### config.mk
export PLATFORM = sky130hd
export DESIGN_NAME = crc8_packet_deframer_top_flat
export DESIGN_NICKNAME = d
export VERILOG_FILES = /design/src/cdf_pkg.sv /design/src/cdf_if.sv /design/src/crc8_packet_deframer_top.sv /design/src/flat_wrapper.sv
export SDC_FILE = /design/constraint.sdc
export NUM_CORES = 1
export LEC_CHECK = 0
export ABC_CLOCK_PERIOD_IN_PS = 3400
export BUFFER_PORTS_ARGS = -buffer_cell sky130_fd_sc_hd__buf_2
export CAP_MARGIN = 0
export CORE_ASPECT_RATIO = 0.75
export CORE_MARGIN = 4
export CORE_UTILIZATION = 28
export CTS_BUF_LIST = sky130_fd_sc_hd__clkbuf_2
export DETAILED_ROUTE_END_ITERATION = 10
export MAX_ROUTING_LAYER = met4
export SYNTH_ARGS = -nofsm -noshare
export SYNTH_HDL_FRONTEND = slang
export SYNTH_SLANG_ARGS = --single-unit
### constraint.sdc
create_clock -name clk -period 3.4 [get_ports clk]
set_input_delay 0.34 -clock clk [delete_from_list [all_inputs] [get_ports clk]]
set_output_delay 0.34 -clock clk [all_outputs]
set_load 0.02 [all_outputs]
### src/cdf_pkg.sv
// ----------------------------------------------------------------------------
// cdf_pkg
// Shared types and codes of the CRC-8 packet deframer.
// ----------------------------------------------------------------------------
package cdf_pkg;

  typedef logic [7:0] byte_t;
  typedef logic [1:0] status_t;
  typedef logic [0:0] cfg_addr_t;

  // closing status codes, also used for the stored header error
  localparam status_t STAT_OK        = 2'd0;
  localparam status_t STAT_BAD_START = 2'd1;
  localparam status_t STAT_BAD_LEN   = 2'd2;
  localparam status_t STAT_BAD_CRC   = 2'd3;

  // configuration register indexes
  localparam cfg_addr_t REG_START_BYTE   = 1'd0;
  localparam cfg_addr_t REG_EXPECTED_LEN = 1'd1;

  localparam int    LEN_W    = 5;
  localparam byte_t CRC_POLY = 8'h07;

endpackage

### src/cdf_if.sv
// ----------------------------------------------------------------------------
// cdf interfaces
// Valid/ready channels for received bytes, results and register writes.
// ----------------------------------------------------------------------------
interface cdf_in_if import cdf_pkg::*; ();
  logic  valid;
  logic  ready;
  byte_t rx_byte;
  logic  first;

  modport source (output valid, output rx_byte, output first, input ready);
  modport sink   (input valid, input rx_byte, input first, output ready);
endinterface

interface cdf_out_if import cdf_pkg::*; ();
  logic    valid;
  logic    ready;
  byte_t   out_byte;
  logic    is_end;
  status_t status;

  modport source (output valid, output out_byte, output is_end, output status, input ready);
  modport sink   (input valid, input out_byte, input is_end, input status, output ready);
endinterface

interface cdf_cfg_if import cdf_pkg::*; ();
  logic      valid;
  logic      ready;
  cfg_addr_t addr;
  byte_t     data;

  modport source (output valid, output addr, output data, input ready);
  modport sink   (input valid, input addr, input data, output ready);
endinterface

### src/crc8_packet_deframer_top.sv
// ----------------------------------------------------------------------------
// crc8_packet_deframer_top
// Latency: a result is presented in the cycle after its byte request is taken.
// Throughput: one byte per cycle while no result is pending or the pending one is
// taken; the byte-wide CRC XOR network and the frame state update are combinational.
// Reset (rst_n, synchronous): frame idle, CRC cleared, start byte 0,
// expected length 24, no result pending.
// ----------------------------------------------------------------------------
module crc8_packet_deframer_top
  import cdf_pkg::*;
#(
  parameter int MAX_PAYLOAD = 24
) (
  input  logic      clk,
  input  logic      rst_n,
  cdf_in_if.sink    in_ch,
  cdf_out_if.source out_ch,
  cdf_cfg_if.sink   cfg_ch
);

  localparam logic [LEN_W-1:0] MAX_LEN = LEN_W'(MAX_PAYLOAD);

  function automatic byte_t crc8_update(input byte_t c_in, input byte_t d);
    byte_t c;
    c = c_in ^ d;
    for (int b = 0; b < 8; b++) begin
      if (c[7]) c = {c[6:0], 1'b0} ^ CRC_POLY;
      else      c = {c[6:0], 1'b0};
    end
    return c;
  endfunction

  // configuration
  byte_t            start_byte_r;
  logic [LEN_W-1:0] expected_len_r;

  // frame state
  logic [LEN_W-1:0] pos_r, pos_nxt;
  byte_t            crc_r, crc_nxt;
  status_t          herr_r, herr_nxt;
  logic             active_r, active_nxt;

  // result register
  logic    out_valid_r;
  byte_t   out_byte_r, out_byte_nxt;
  logic    is_end_r, is_end_nxt;
  status_t status_r, status_nxt;
  logic    emit;

  logic             in_acc;
  logic [LEN_W-1:0] eff_len;

  assign cfg_ch.ready = 1'b1;
  assign in_ch.ready  = !out_valid_r || out_ch.ready;
  assign in_acc       = in_ch.valid && in_ch.ready;
  assign eff_len      = (expected_len_r > MAX_LEN) ? MAX_LEN : expected_len_r;

  always_comb begin
    pos_nxt      = pos_r;
    crc_nxt      = crc_r;
    herr_nxt     = herr_r;
    active_nxt   = active_r;
    emit         = 1'b0;
    out_byte_nxt = '0;
    is_end_nxt   = 1'b0;
    status_nxt   = STAT_OK;

    // a first byte restarts the frame and drops any partial one
    if (in_ch.first) begin
      active_nxt = 1'b1;
      pos_nxt    = '0;
      crc_nxt    = '0;
      herr_nxt   = STAT_OK;
    end

    if (active_nxt) begin
      if (pos_nxt == LEN_W'(0)) begin
        herr_nxt = (in_ch.rx_byte != start_byte_r) ? STAT_BAD_START : STAT_OK;
        pos_nxt  = LEN_W'(1);
      end else if (pos_nxt == LEN_W'(1)) begin
        if (herr_nxt == STAT_OK && in_ch.rx_byte != {3'b000, eff_len}) begin
          herr_nxt = STAT_BAD_LEN;
        end
        pos_nxt = LEN_W'(2);
      end else if ({1'b0, pos_nxt} < ({1'b0, eff_len} + (LEN_W+1)'(2))) begin
        crc_nxt = crc8_update(crc_nxt, in_ch.rx_byte);
        if (herr_nxt == STAT_OK) begin
          emit         = 1'b1;
          out_byte_nxt = in_ch.rx_byte;
        end
        pos_nxt = pos_nxt + LEN_W'(1);
      end else begin
        // crc byte closes the frame
        emit       = 1'b1;
        is_end_nxt = 1'b1;
        if (herr_nxt != STAT_OK) status_nxt = herr_nxt;
        else if (in_ch.rx_byte != crc_nxt) status_nxt = STAT_BAD_CRC;
        else status_nxt = STAT_OK;
        active_nxt = 1'b0;
        pos_nxt    = '0;
        crc_nxt    = '0;
        herr_nxt   = STAT_OK;
      end
    end
  end

  always_ff @(posedge clk) begin
    if (!rst_n) begin
      start_byte_r   <= '0;
      expected_len_r <= LEN_W'(24);
      pos_r          <= '0;
      crc_r          <= '0;
      herr_r         <= STAT_OK;
      active_r       <= 1'b0;
      out_valid_r    <= 1'b0;
    end else begin
      if (cfg_ch.valid) begin
        case (cfg_ch.addr)
          REG_START_BYTE:   start_byte_r   <= cfg_ch.data;
          REG_EXPECTED_LEN: expected_len_r <= cfg_ch.data[LEN_W-1:0];
          default: ;
        endcase
      end
      if (in_acc) begin
        pos_r       <= pos_nxt;
        crc_r       <= crc_nxt;
        herr_r      <= herr_nxt;
        active_r    <= active_nxt;
        out_valid_r <= emit;
      end else if (out_ch.ready) begin
        out_valid_r <= 1'b0;
      end
    end
  end

  // result payload, no reset needed
  always_ff @(posedge clk) begin
    if (in_acc && emit) begin
      out_byte_r <= out_byte_nxt;
      is_end_r   <= is_end_nxt;
      status_r   <= status_nxt;
    end
  end

  assign out_ch.valid    = out_valid_r;
  assign out_ch.out_byte = out_byte_r;
  assign out_ch.is_end   = is_end_r;
  assign out_ch.status   = status_r;

endmodule

### src/flat_wrapper.sv
// flat-port wrapper written by rule: the top's interface ports become plain ports
module crc8_packet_deframer_top_flat import cdf_pkg::*;
#(
  parameter int MAX_PAYLOAD = 24
)
  (clk, rst_n, in_ch_valid, in_ch_rx_byte, in_ch_first, in_ch_ready, out_ch_valid, out_ch_out_byte, out_ch_is_end, out_ch_status, out_ch_ready, cfg_ch_valid, cfg_ch_addr, cfg_ch_data, cfg_ch_ready);
  cdf_in_if in_ch_i ();
  cdf_out_if out_ch_i ();
  cdf_cfg_if cfg_ch_i ();
  input  logic clk;
  input  logic rst_n;
  input wire logic [$bits(in_ch_i.valid)-1:0] in_ch_valid;
  input wire logic [$bits(in_ch_i.rx_byte)-1:0] in_ch_rx_byte;
  input wire logic [$bits(in_ch_i.first)-1:0] in_ch_first;
  output wire logic [$bits(in_ch_i.ready)-1:0] in_ch_ready;
  output wire logic [$bits(out_ch_i.valid)-1:0] out_ch_valid;
  output wire logic [$bits(out_ch_i.out_byte)-1:0] out_ch_out_byte;
  output wire logic [$bits(out_ch_i.is_end)-1:0] out_ch_is_end;
  output wire logic [$bits(out_ch_i.status)-1:0] out_ch_status;
  input wire logic [$bits(out_ch_i.ready)-1:0] out_ch_ready;
  input wire logic [$bits(cfg_ch_i.valid)-1:0] cfg_ch_valid;
  input wire logic [$bits(cfg_ch_i.addr)-1:0] cfg_ch_addr;
  input wire logic [$bits(cfg_ch_i.data)-1:0] cfg_ch_data;
  output wire logic [$bits(cfg_ch_i.ready)-1:0] cfg_ch_ready;
  assign in_ch_i.valid = in_ch_valid;
  assign in_ch_i.rx_byte = in_ch_rx_byte;
  assign in_ch_i.first = in_ch_first;
  assign in_ch_ready = in_ch_i.ready;
  assign out_ch_valid = out_ch_i.valid;
  assign out_ch_out_byte = out_ch_i.out_byte;
  assign out_ch_is_end = out_ch_i.is_end;
  assign out_ch_status = out_ch_i.status;
  assign out_ch_i.ready = out_ch_ready;
  assign cfg_ch_i.valid = cfg_ch_valid;
  assign cfg_ch_i.addr = cfg_ch_addr;
  assign cfg_ch_i.data = cfg_ch_data;
  assign cfg_ch_ready = cfg_ch_i.ready;
  crc8_packet_deframer_top #(.MAX_PAYLOAD(MAX_PAYLOAD)) u_core (.clk(clk), .rst_n(rst_n), .in_ch(in_ch_i), .out_ch(out_ch_i), .cfg_ch(cfg_ch_i));
endmodule
==> results of run 1 <==
## final timing paths
kind | from | end | slack, ps | depth (start not counted)
worst max-delay path | u_core.expected_len_r[1] | u_core.out_ch.out_byte[5] | 890 | 7
worst min-delay path | cfg_ch_data[6] | u_core.start_byte_r[6] | 170 | 3
worst max register to register | u_core.expected_len_r[1] | u_core.out_ch.out_byte[5] | 890 | 7
worst min register to register | u_core.pos_r[1] | u_core.pos_r[1] | 500 | 2
## metal layers
metal,vias up,wire length [um]
li1,1029,-
met1,969,3230
met2,90,2360
met3,10,588
met4,0,67
met5,-,0
## final cells by class
cell class,count,area [um^2],share of cell area (%)
Clock buffer,5,25.0,0.879
Clock inverter,3,17.5,0.615
Inverter,9,33.8,1.19
Multi-Input combinational cell,210,1510,52.9
Sequential cell,41,931,32.7
Tap cell,108,135,4.75
Timing Repair Buffer,38,198,6.94
## tightest hold or removal path, stage by stage
cell	delay, ps
buf_2	80
mux2i_1	50
nor2_1	70
## state kept, by name (all words and copies together), names as in the netlist
name / flops
u_core.out_ch.is_end: 1
u_core.crc_r: 8
u_core.out_ch.out_byte: 8
u_core.active_r: 1
u_core.expected_len_r: 5
u_core.herr_r: 2
u_core.out_ch.status: 2
u_core.out_ch.valid: 1
u_core.pos_r: 5
u_core.start_byte_r: 8
## layout by cell type, fill, tap and decap left out, drive strengths merged, types with 2 or more instances in the layout
| master | instances |
|---|---|
| o32ai | 2 |
| a22oi | 6 |
| and2 | 7 |
| nand2b | 2 |
| dfxtp | 30 |
| o21ai | 7 |
| nor3 | 5 |
| a211oi | 5 |
| a21oi | 11 |
| nand2 | 17 |
| clkbuf | 5 |
| buf | 38 |
| nor2 | 28 |
| nand3 | 17 |
| xnor2 | 19 |
| o21a | 4 |
| a31oi | 6 |
| nor4 | 9 |
| mux2i | 8 |
| clkinv | 2 |
| edfxtp | 11 |
| nor2b | 15 |
| ha | 10 |
| xor2 | 11 |
| inv | 9 |
| xnor3 | 5 |
## through the flow
stage / utilization, % / hold slack [ps] / cells / setup WS (ps) / area (um^2)
after floorplan: - / 441 / 272 / 455 / 2530
after global placement: 32.5 / 473 / 406 / 906 / 2810
after detailed placement: 32.5 / 472 / 406 / 813 / 2810
after CTS: 33.0 / 145 / 414 / 896 / 2850
after global routing: 33.0 / 134 / 414 / 726 / 2850
final: 33.0 / 171 / 414 / 891 / 2850
## cell families (layout without fill, tap and decap cells)
family          Yosys count  in the layout  share of synthesized area (%)
xor+xnor                 35             35                           14.9
other cells               1              1                          0.148
compound gates           50             50                           13.8
mux                       8              8                           3.17
fa+ha+maj                10             10                           4.95
simple gates            106            106                           22.8
buf+inv                  21             55                           3.47
flops                    41             41                           36.9
## power by group
| part | internal, mW | switching (mW) | leakage [nW] |
|---|---|---|---|
| registers | 0.517 | 0.0148 | 0.332 |
| logic | 0.0810 | 0.105 | 0.747 |
| clock network | 0.0480 | 0.168 | 0.0287 |
==> impl_metrics.ini, run 1 <==
[run_status]
status = completed

[cts]
cts_setup_buffers = 0
cts_buffers = 5
cts_tree = yes
cts_resized = 0
clk_pin_slew_worst_paths_ps = 220
h-tree-depth = 2
clkSinkCount = 41
cts_root_buffer = clkbuf_2
clockBufferDepth = 2
ctsHoldBuffers = 0
clk_latency_ps = 410

[logic_synthesis]
synth_area_leaders = dfxtp_1 (24%), edfxtp_1 (13%), xnor2_1 (6.6%)
synthFlopType = dfxtp_1
yosys.area.top_type_share_pct = 23.8
synthTopCellsByCount = dfxtp_1 (30), nor2_1 (28), xnor2_1 (19)
syn_nets = 305
synthCells = 272
ys_warn_count = 0
yosysTopAreaCell = dfxtp_1
ys_seq_area_share_pct = 36.8
ys_ff_latch = 41
synth_edf_count = 11
ys_types = 49
synth.cell_area_mm2 = 0.00253
synthArstFlopShare_pct = 0
synth_most_common_cell = dfxtp_1
syn_area_per_cell_um2 = 9.29

[sta]
finalHoldViolCount = 0
report.final.slew_viol_count = 0
finalSetupTns_ps = 0
worstMarginPinSlew_ps = 886
skew_ps = 26.2
setup_viol = 0
fin_crit_ps = 2510
post-route-period-util_pct = 73.8
max_slew_margin_pct = 40.8
rsz0062_at_grt = no
max_freq_ghz = 0.399

[power]
powerDensity_mw_per_mm2 = 328
power_mw = 0.934
leakagePower_nw = 1.11
vdd_ir_drop_max_uv = 146

[floorplanning]
ios = 37
core_area_mm2 = 0.00864
rows = 29
dieWidth_um = 118
initial_core_util_pct = 29.3
die-area_mm2 = 0.0106
die_h_um = 90.3

[drt]
firstDrtPassIters = 5
vias_per_cell = 5.07
vias = 2098
routedWlPerCell_um = 15.1
postRouteAntennaNets = 0
drt-total-wl_mm = 6.24
drc = 0
first_iter_violations = 123

[placement]
globalplace.congestion = 0.908
io_buffers = 35
dp_hpwl_mm = 4.82

[final_layout]
antenna_cells = 0
nets = 338
fillers = 919
drive_gt1_share_pct = 18.3
area_delta_synth_final_pct = 12.7

[worst_setup_path]
cp_num_buf_inv = 0
path_class = reg2reg
start_kind = flop
cp.arrival_ps = 2790
crit_required_ps = 3680
critical-path-max-stage-delay_ps = 470
slowest_stage = dfxtp_1
critical_path.top_delay_family = simple AND/OR/NAND/NOR gates
worstSetupEndpointType = flop
crit_chain = a21boi_0 -> ha_1 -> o2111ai_1 -> a31oi_4 -> or3_4 -> nor3_2 -> and2_1
critPathMaxFanout = 6

[global_route]
grt_usage_pct = 12.1
met3_usage_pct = 3.32
grtUsageMet2_pct = 15.8
grt-ovfl-total = 0
use_met1_pct = 18.5
first_global_vias = 1979
grt_max_degree = 18
grt_pass1_wl_mm = 10.3
top_usage_layer = met1
antenna_found_initial = 0

[hold_path]
hp-class = in2reg

[run]
cap_violations = 0
(Power assumes the default switching activity.)
==> run 2, diff against run 1 <==
Settings changed: ABC_AREA set to 1, ABC_CLOCK_PERIOD_IN_PS 3400 to 2460.
Clock period 3.4 ns to 2.46 ns, I/O delays scaled along.
==> impl_metrics.ini, run 2 <==
[logic_synthesis]
yosys.area.top_type_share_pct = 22.1
ys_seq_area_share_pct = 34.3
syn_area_per_cell_um2 = 7.79
synth_area_leaders = dfxtp_1 (22%), edfxtp_1 (12%), nand2_1 (9.1%)
yosysTopAreaCell = dfxtp_1
synthArstFlopShare_pct = 0
synth_most_common_cell = nand2_1
synthFlopType = dfxtp_1
syn_nets = 382
ys_ff_latch = 41
ys_warn_count = 0
synth.cell_area_mm2 = 0.00272
ys_types = 41
synthTopCellsByCount = nand2_1 (66), nor2_1 (40), inv_1 (39)
synthCells = 349
synth_edf_count = 11

[cts]
clkSinkCount = 41
clockBufferDepth = 2
h-tree-depth = 2
clk_pin_slew_worst_paths_ps = 240
cts_tree = yes
cts_buffers = 5
clk_latency_ps = 420
cts_root_buffer = clkbuf_2

[worst_setup_path]
r2r_slack_ps = 50
start_kind = flop
path_class = reg2reg
worstReg2RegEnd = u_core.crc_r[1]
cp.arrival_ps = 2790
worstSetupEndpointType = flop
cp_num_buf_inv = 2
crit_required_ps = 2840
cp-startpoint = u_core.expected_len_r[1]
critPathMaxFanout = 5
endpoint = u_core.crc_r[1]
rr_worst_depth = 15
cp.depth = 15
slowest_stage = dfxtp_4
critical_path.top_delay_family = simple AND/OR/NAND/NOR gates
critical-path-max-stage-delay_ps = 410
r2r_start = u_core.expected_len_r[1]
crit_chain = nor2_4 -> nand2_1 -> nand2_1 -> nand2_2 -> nor2_4 -> xnor2_2 -> ha_1 -> a21o_1 -> a21oi_2 -> nand2_4 -> buf_6 -> nor2_8 -> buf_12 -> nand3_2 -> a21oi_2

[global_route]
antenna_found_initial = 0
grt-ovfl-total = 0
grt_pass1_wl_mm = 11.3
grt_usage_pct = 12.9
first_global_vias = 2264
grt_max_degree = 26

[final_layout]
area_delta_synth_final_pct = 21.1
antenna_cells = 0
mostFrequentLayoutCells = nand2_1 (63), nor2_1 (38), inv_1 (37)
layout_commonest_cell = nand2_1
drive_gt1_share_pct = 28.6
fin_cells = 527
nets = 431

[sta]
rsz0062_at_grt = yes
max_slew_margin_pct = 67.1
finalSetupTns_ps = 0
post-route-period-util_pct = 97.8
report.final.slew_viol_count = 0
setup_viol = 0
skew_ps = 46.6
max_freq_ghz = 0.416
worstMarginPinSlew_ps = 490
hold_ws_ps = 57.3
finalHoldViolCount = 0
fin_crit_ps = 2410

[drt]
vias = 2374
drc = 0
drt-total-wl_mm = 7.11
routedWlPerCell_um = 13.5
firstDrtPassIters = 4
first_iter_violations = 143
vias_per_cell = 4.50
postRouteAntennaNets = 0

[hold_path]
hp-class = in2reg
whs_path_depth = 3

[placement]
dp_hpwl_mm = 5.47
globalplace.congestion = 0.897
placed_cells = 515
io_buffers = 35

[floorplanning]
die-area_mm2 = 0.0114
rows = 30
core_area_mm2 = 0.00927
ios = 37
dieWidth_um = 122
die_h_um = 93.3
initial_core_util_pct = 29.3

[run]
cap_violations = 0

[power]
vdd_ir_drop_max_uv = 209
leakagePower_nw = 1.54
powerDensity_mw_per_mm2 = 479

[run_status]
status = completed
## run 2: per-layer routing
layer | routed length (um) | part of all wire, % | up-vias | global-route usage [%]
li1 | - | - | 1216 | -
met5 | 0 | 0 | - | -
met4 | 47 | 0.66 | 0 | 2.43
met3 | 423 | 6.0 | 6 | 2.72
met2 | 3030 | 43 | 57 | 18.5
met1 | 3610 | 51 | 1095 | 18.7
## run 2: repair_timing
action	in CTS	in global routing
gates resized for setup	1	21
hold buffers	0	0
endpoints found under the setup margin	14	34
gates cloned	0	0
pin swaps	0	11
buffers inserted	0	4
## run 2: kinds of logic (layout without fill, tap and decap cells)
family,count (synthesis),after routing,synth area share (%)
xor gates and xnor gates,26,26,12.5
DFF,41,41,34.3
and+or+nand+nor,161,161,28.7
buffers and inverters,50,100,7.83
adders and majority gates,10,10,4.60
AOI/OAI and AO/OA,60,60,11.9
other,1,1,0.138
## run 2: area by class of cell
| type | instances | area [um^2] |
|---|---|---|
| Clock buffer | 6 | 30.0 |
| Fill cell | 973 | 5980 |
| Clock inverter | 2 | 35.0 |
| Tap cell | 128 | 160 |
| Timing Repair Buffer | 48 | 314 |
| Multi-Input combinational cell | 258 | 1650 |
| Inverter | 44 | 168 |
| Sequential cell | 41 | 935 |
## run 2: how the worst min path moves through the flow
stage	slack (ps)	end	start
after CTS	30	u_core.expected_len_r[3]	cfg_ch_data[3]
final	60	u_core.expected_len_r[3]	cfg_ch_data[3]
after global placement	450	u_core.herr_r[1]	u_core.herr_r[1]
after global routing	30	u_core.expected_len_r[3]	cfg_ch_data[3]
after detailed placement	460	u_core.herr_r[1]	u_core.herr_r[1]
after floorplan	360	u_core.expected_len_r[3]	cfg_ch_data[3]
## run 2: tightest hold or removal path, stage by stage
cell and delay (ps):
buf_2 100, nand2_1 50, nand3_1 50
## run 2: stage by stage
stage / worst slack, ps / util, % / total power [mW] / cell area, um^2
2_1_floorplan: 107 / - / 1.03 / 2720
3_3_place_gp: 127 / 33.4 / 1.13 / 3100
3_5_place_dp: 14.3 / 33.4 / 1.14 / 3100
4_1_cts: 0.603 / 34.2 / 1.55 / 3170
5_1_grt: -75.8 / 35.5 / 1.67 / 3290
6_report: 53.4 / 35.5 / 1.58 / 3290
## run 2: where the power goes
part,total [mW],internal [mW],switching (mW)
Clock,0.407,0.175,0.232
Sequential,0.751,0.725,0.0258
Combinational,0.418,0.162,0.257
==> run 3, diff against run 2 <==
Settings changed: RECOVER_POWER set to 50, SKIP_CTS_REPAIR_TIMING set to 1.
==> impl_metrics.ini, run 3 (synthesis gave the netlist of run 2 again) <==
[run_status]
status = completed

[sta]
finalSetupTns_ps = 0
fin_crit_ps = 2420
skew_ps = 46.6
post-route-period-util_pct = 98.4
finalHoldViolCount = 0
report.final.slew_viol_count = 0
worstMarginPinSlew_ps = 490
rsz0062_at_grt = yes
setup_viol = 0
max_freq_ghz = 0.413
max_slew_margin_pct = 67.1
hold_ws_ps = 57.5

[final_layout]
layout_commonest_cell = nand2_1
fin_cells = 527
fillers = 973
mostFrequentLayoutCells = nand2_1 (63), inv_1 (38), nor2_1 (38)
antenna_cells = 0
area_delta_synth_final_pct = 21.1
drive_gt1_share_pct = 28.3
nets = 431
final_area_mm2 = 0.00329

[worst_setup_path]
r2r_slack_ps = 40
start_kind = flop
cp.arrival_ps = 2800
worstSetupEndpointType = flop
slowest_stage = dfxtp_4
crit_required_ps = 2840
critical_path.top_delay_family = simple AND/OR/NAND/NOR gates
worstReg2RegEnd = u_core.crc_r[1]
path_class = reg2reg
critical-path-max-stage-delay_ps = 410
crit_chain = nor2_4 -> nand2_1 -> nand2_1 -> nand2_2 -> nor2_4 -> xnor2_2 -> ha_1 -> a21o_1 -> a21oi_2 -> nand2_4 -> buf_6 -> nor2_8 -> buf_12 -> nand3_2 -> a21oi_2
cp_num_buf_inv = 2
critPathMaxFanout = 5
r2r_start = u_core.expected_len_r[1]
rr_worst_depth = 15

[global_route]
antenna_found_initial = 0
first_global_vias = 2258
top_usage_layer = met1
grt-ovfl-total = 0
grtUsageMet2_pct = 18.5
use_met1_pct = 18.7
grt_pass1_wl_mm = 11.3
grt_max_degree = 26
grt_usage_pct = 12.9
met3_usage_pct = 2.72

[placement]
dpl_cell_area_mm2 = 0.00310
globalplace.congestion = 0.897
io_buffers = 35
placed_cells = 515
dp_hpwl_mm = 5.47

[floorplanning]
rows = 30
die-area_mm2 = 0.0114
dieWidth_um = 122
initial_core_util_pct = 29.3
die_h_um = 93.3
core_area_mm2 = 0.00927
ios = 37

[cts]
clk_pin_slew_worst_paths_ps = 240
clk_latency_ps = 420
h-tree-depth = 2
cts_tree = yes
cts_buffers = 5
clkSinkCount = 41
clockBufferDepth = 2
cts_root_buffer = clkbuf_2

[drt]
vias = 2375
first_iter_violations = 141
routedWlPerCell_um = 13.5
drt-total-wl_mm = 7.10
drc = 0
firstDrtPassIters = 4
vias_per_cell = 4.51
postRouteAntennaNets = 0

[hold_path]
hp-start = cfg_ch_data[3]
whs_path_depth = 3
hp-class = in2reg
holdPathEnd = u_core.expected_len_r[3]

[power]
vdd_ir_drop_max_uv = 209
power_mw = 1.58
powerDensity_mw_per_mm2 = 479
leakagePower_nw = 1.53

[run]
cap_violations = 0
## run 3: area by class of cell
class | instances | area [um^2] | share of cell area [%]
multi-input combinational | 258 | 1650 | 50.1
sequential | 41 | 935 | 28.4
timing repair buffer | 48 | 314 | 9.54
clock buffer | 6 | 30.0 | 0.912
tap | 128 | 160 | 4.87
clock inverter | 2 | 35.0 | 1.06
inverter | 44 | 168 | 5.09
## run 3: worst reg2reg max path, stage by stage (launching register included)
cell and delay (ps):
dfxtp_4 410, nor2_4 110, nand2_1 60, nand2_1 90, nand2_2 90, nor2_4 160, xnor2_2 120, ha_1 260
a21o_1 190, a21oi_2 180, nand2_4 80, buf_6 140, nor2_8 150, buf_12 140, nand3_2 100, a21oi_2 130
## run 3: how the worst max path moves through the flow
stage / startpoint / endpoint / depth (start not counted)
6_report: u_core.expected_len_r[1] / u_core.crc_r[1] / 15
5_1_grt: u_core.expected_len_r[1] / u_core.pos_r[4] / 16
4_1_cts: u_core.expected_len_r[1] / u_core.out_ch.out_byte[4] / 15
3_5_place_dp: u_core.expected_len_r[1] / u_core.out_ch.out_byte[4] / 15
3_3_place_gp: u_core.expected_len_r[1] / u_core.out_ch.out_byte[4] / 15
2_1_floorplan: u_core.expected_len_r[3] / u_core.out_ch.is_end / 15
## run 3: power by group
group / switching, mW / internal [mW]
sequential: 0.0258 / 0.725
combinational: 0.257 / 0.162
clock: 0.232 / 0.175
## run 3: per-stage QoR
stage	setup WS (ps)	utilization [%]
2_1_floorplan	107	-
3_3_place_gp	127	33.4
3_5_place_dp	14.3	33.4
4_1_cts	-49.6	34.1
5_1_grt	-84.5	35.5
6_report	39.8	35.5
## run 3: routing by layer
metal / vias to the layer above / share of wire, %
met4: 0 / 0.66
li1: 1216 / -
met1: 1096 / 51
met5: - / 0
met2: 57 / 43
met3: 6 / 6.0
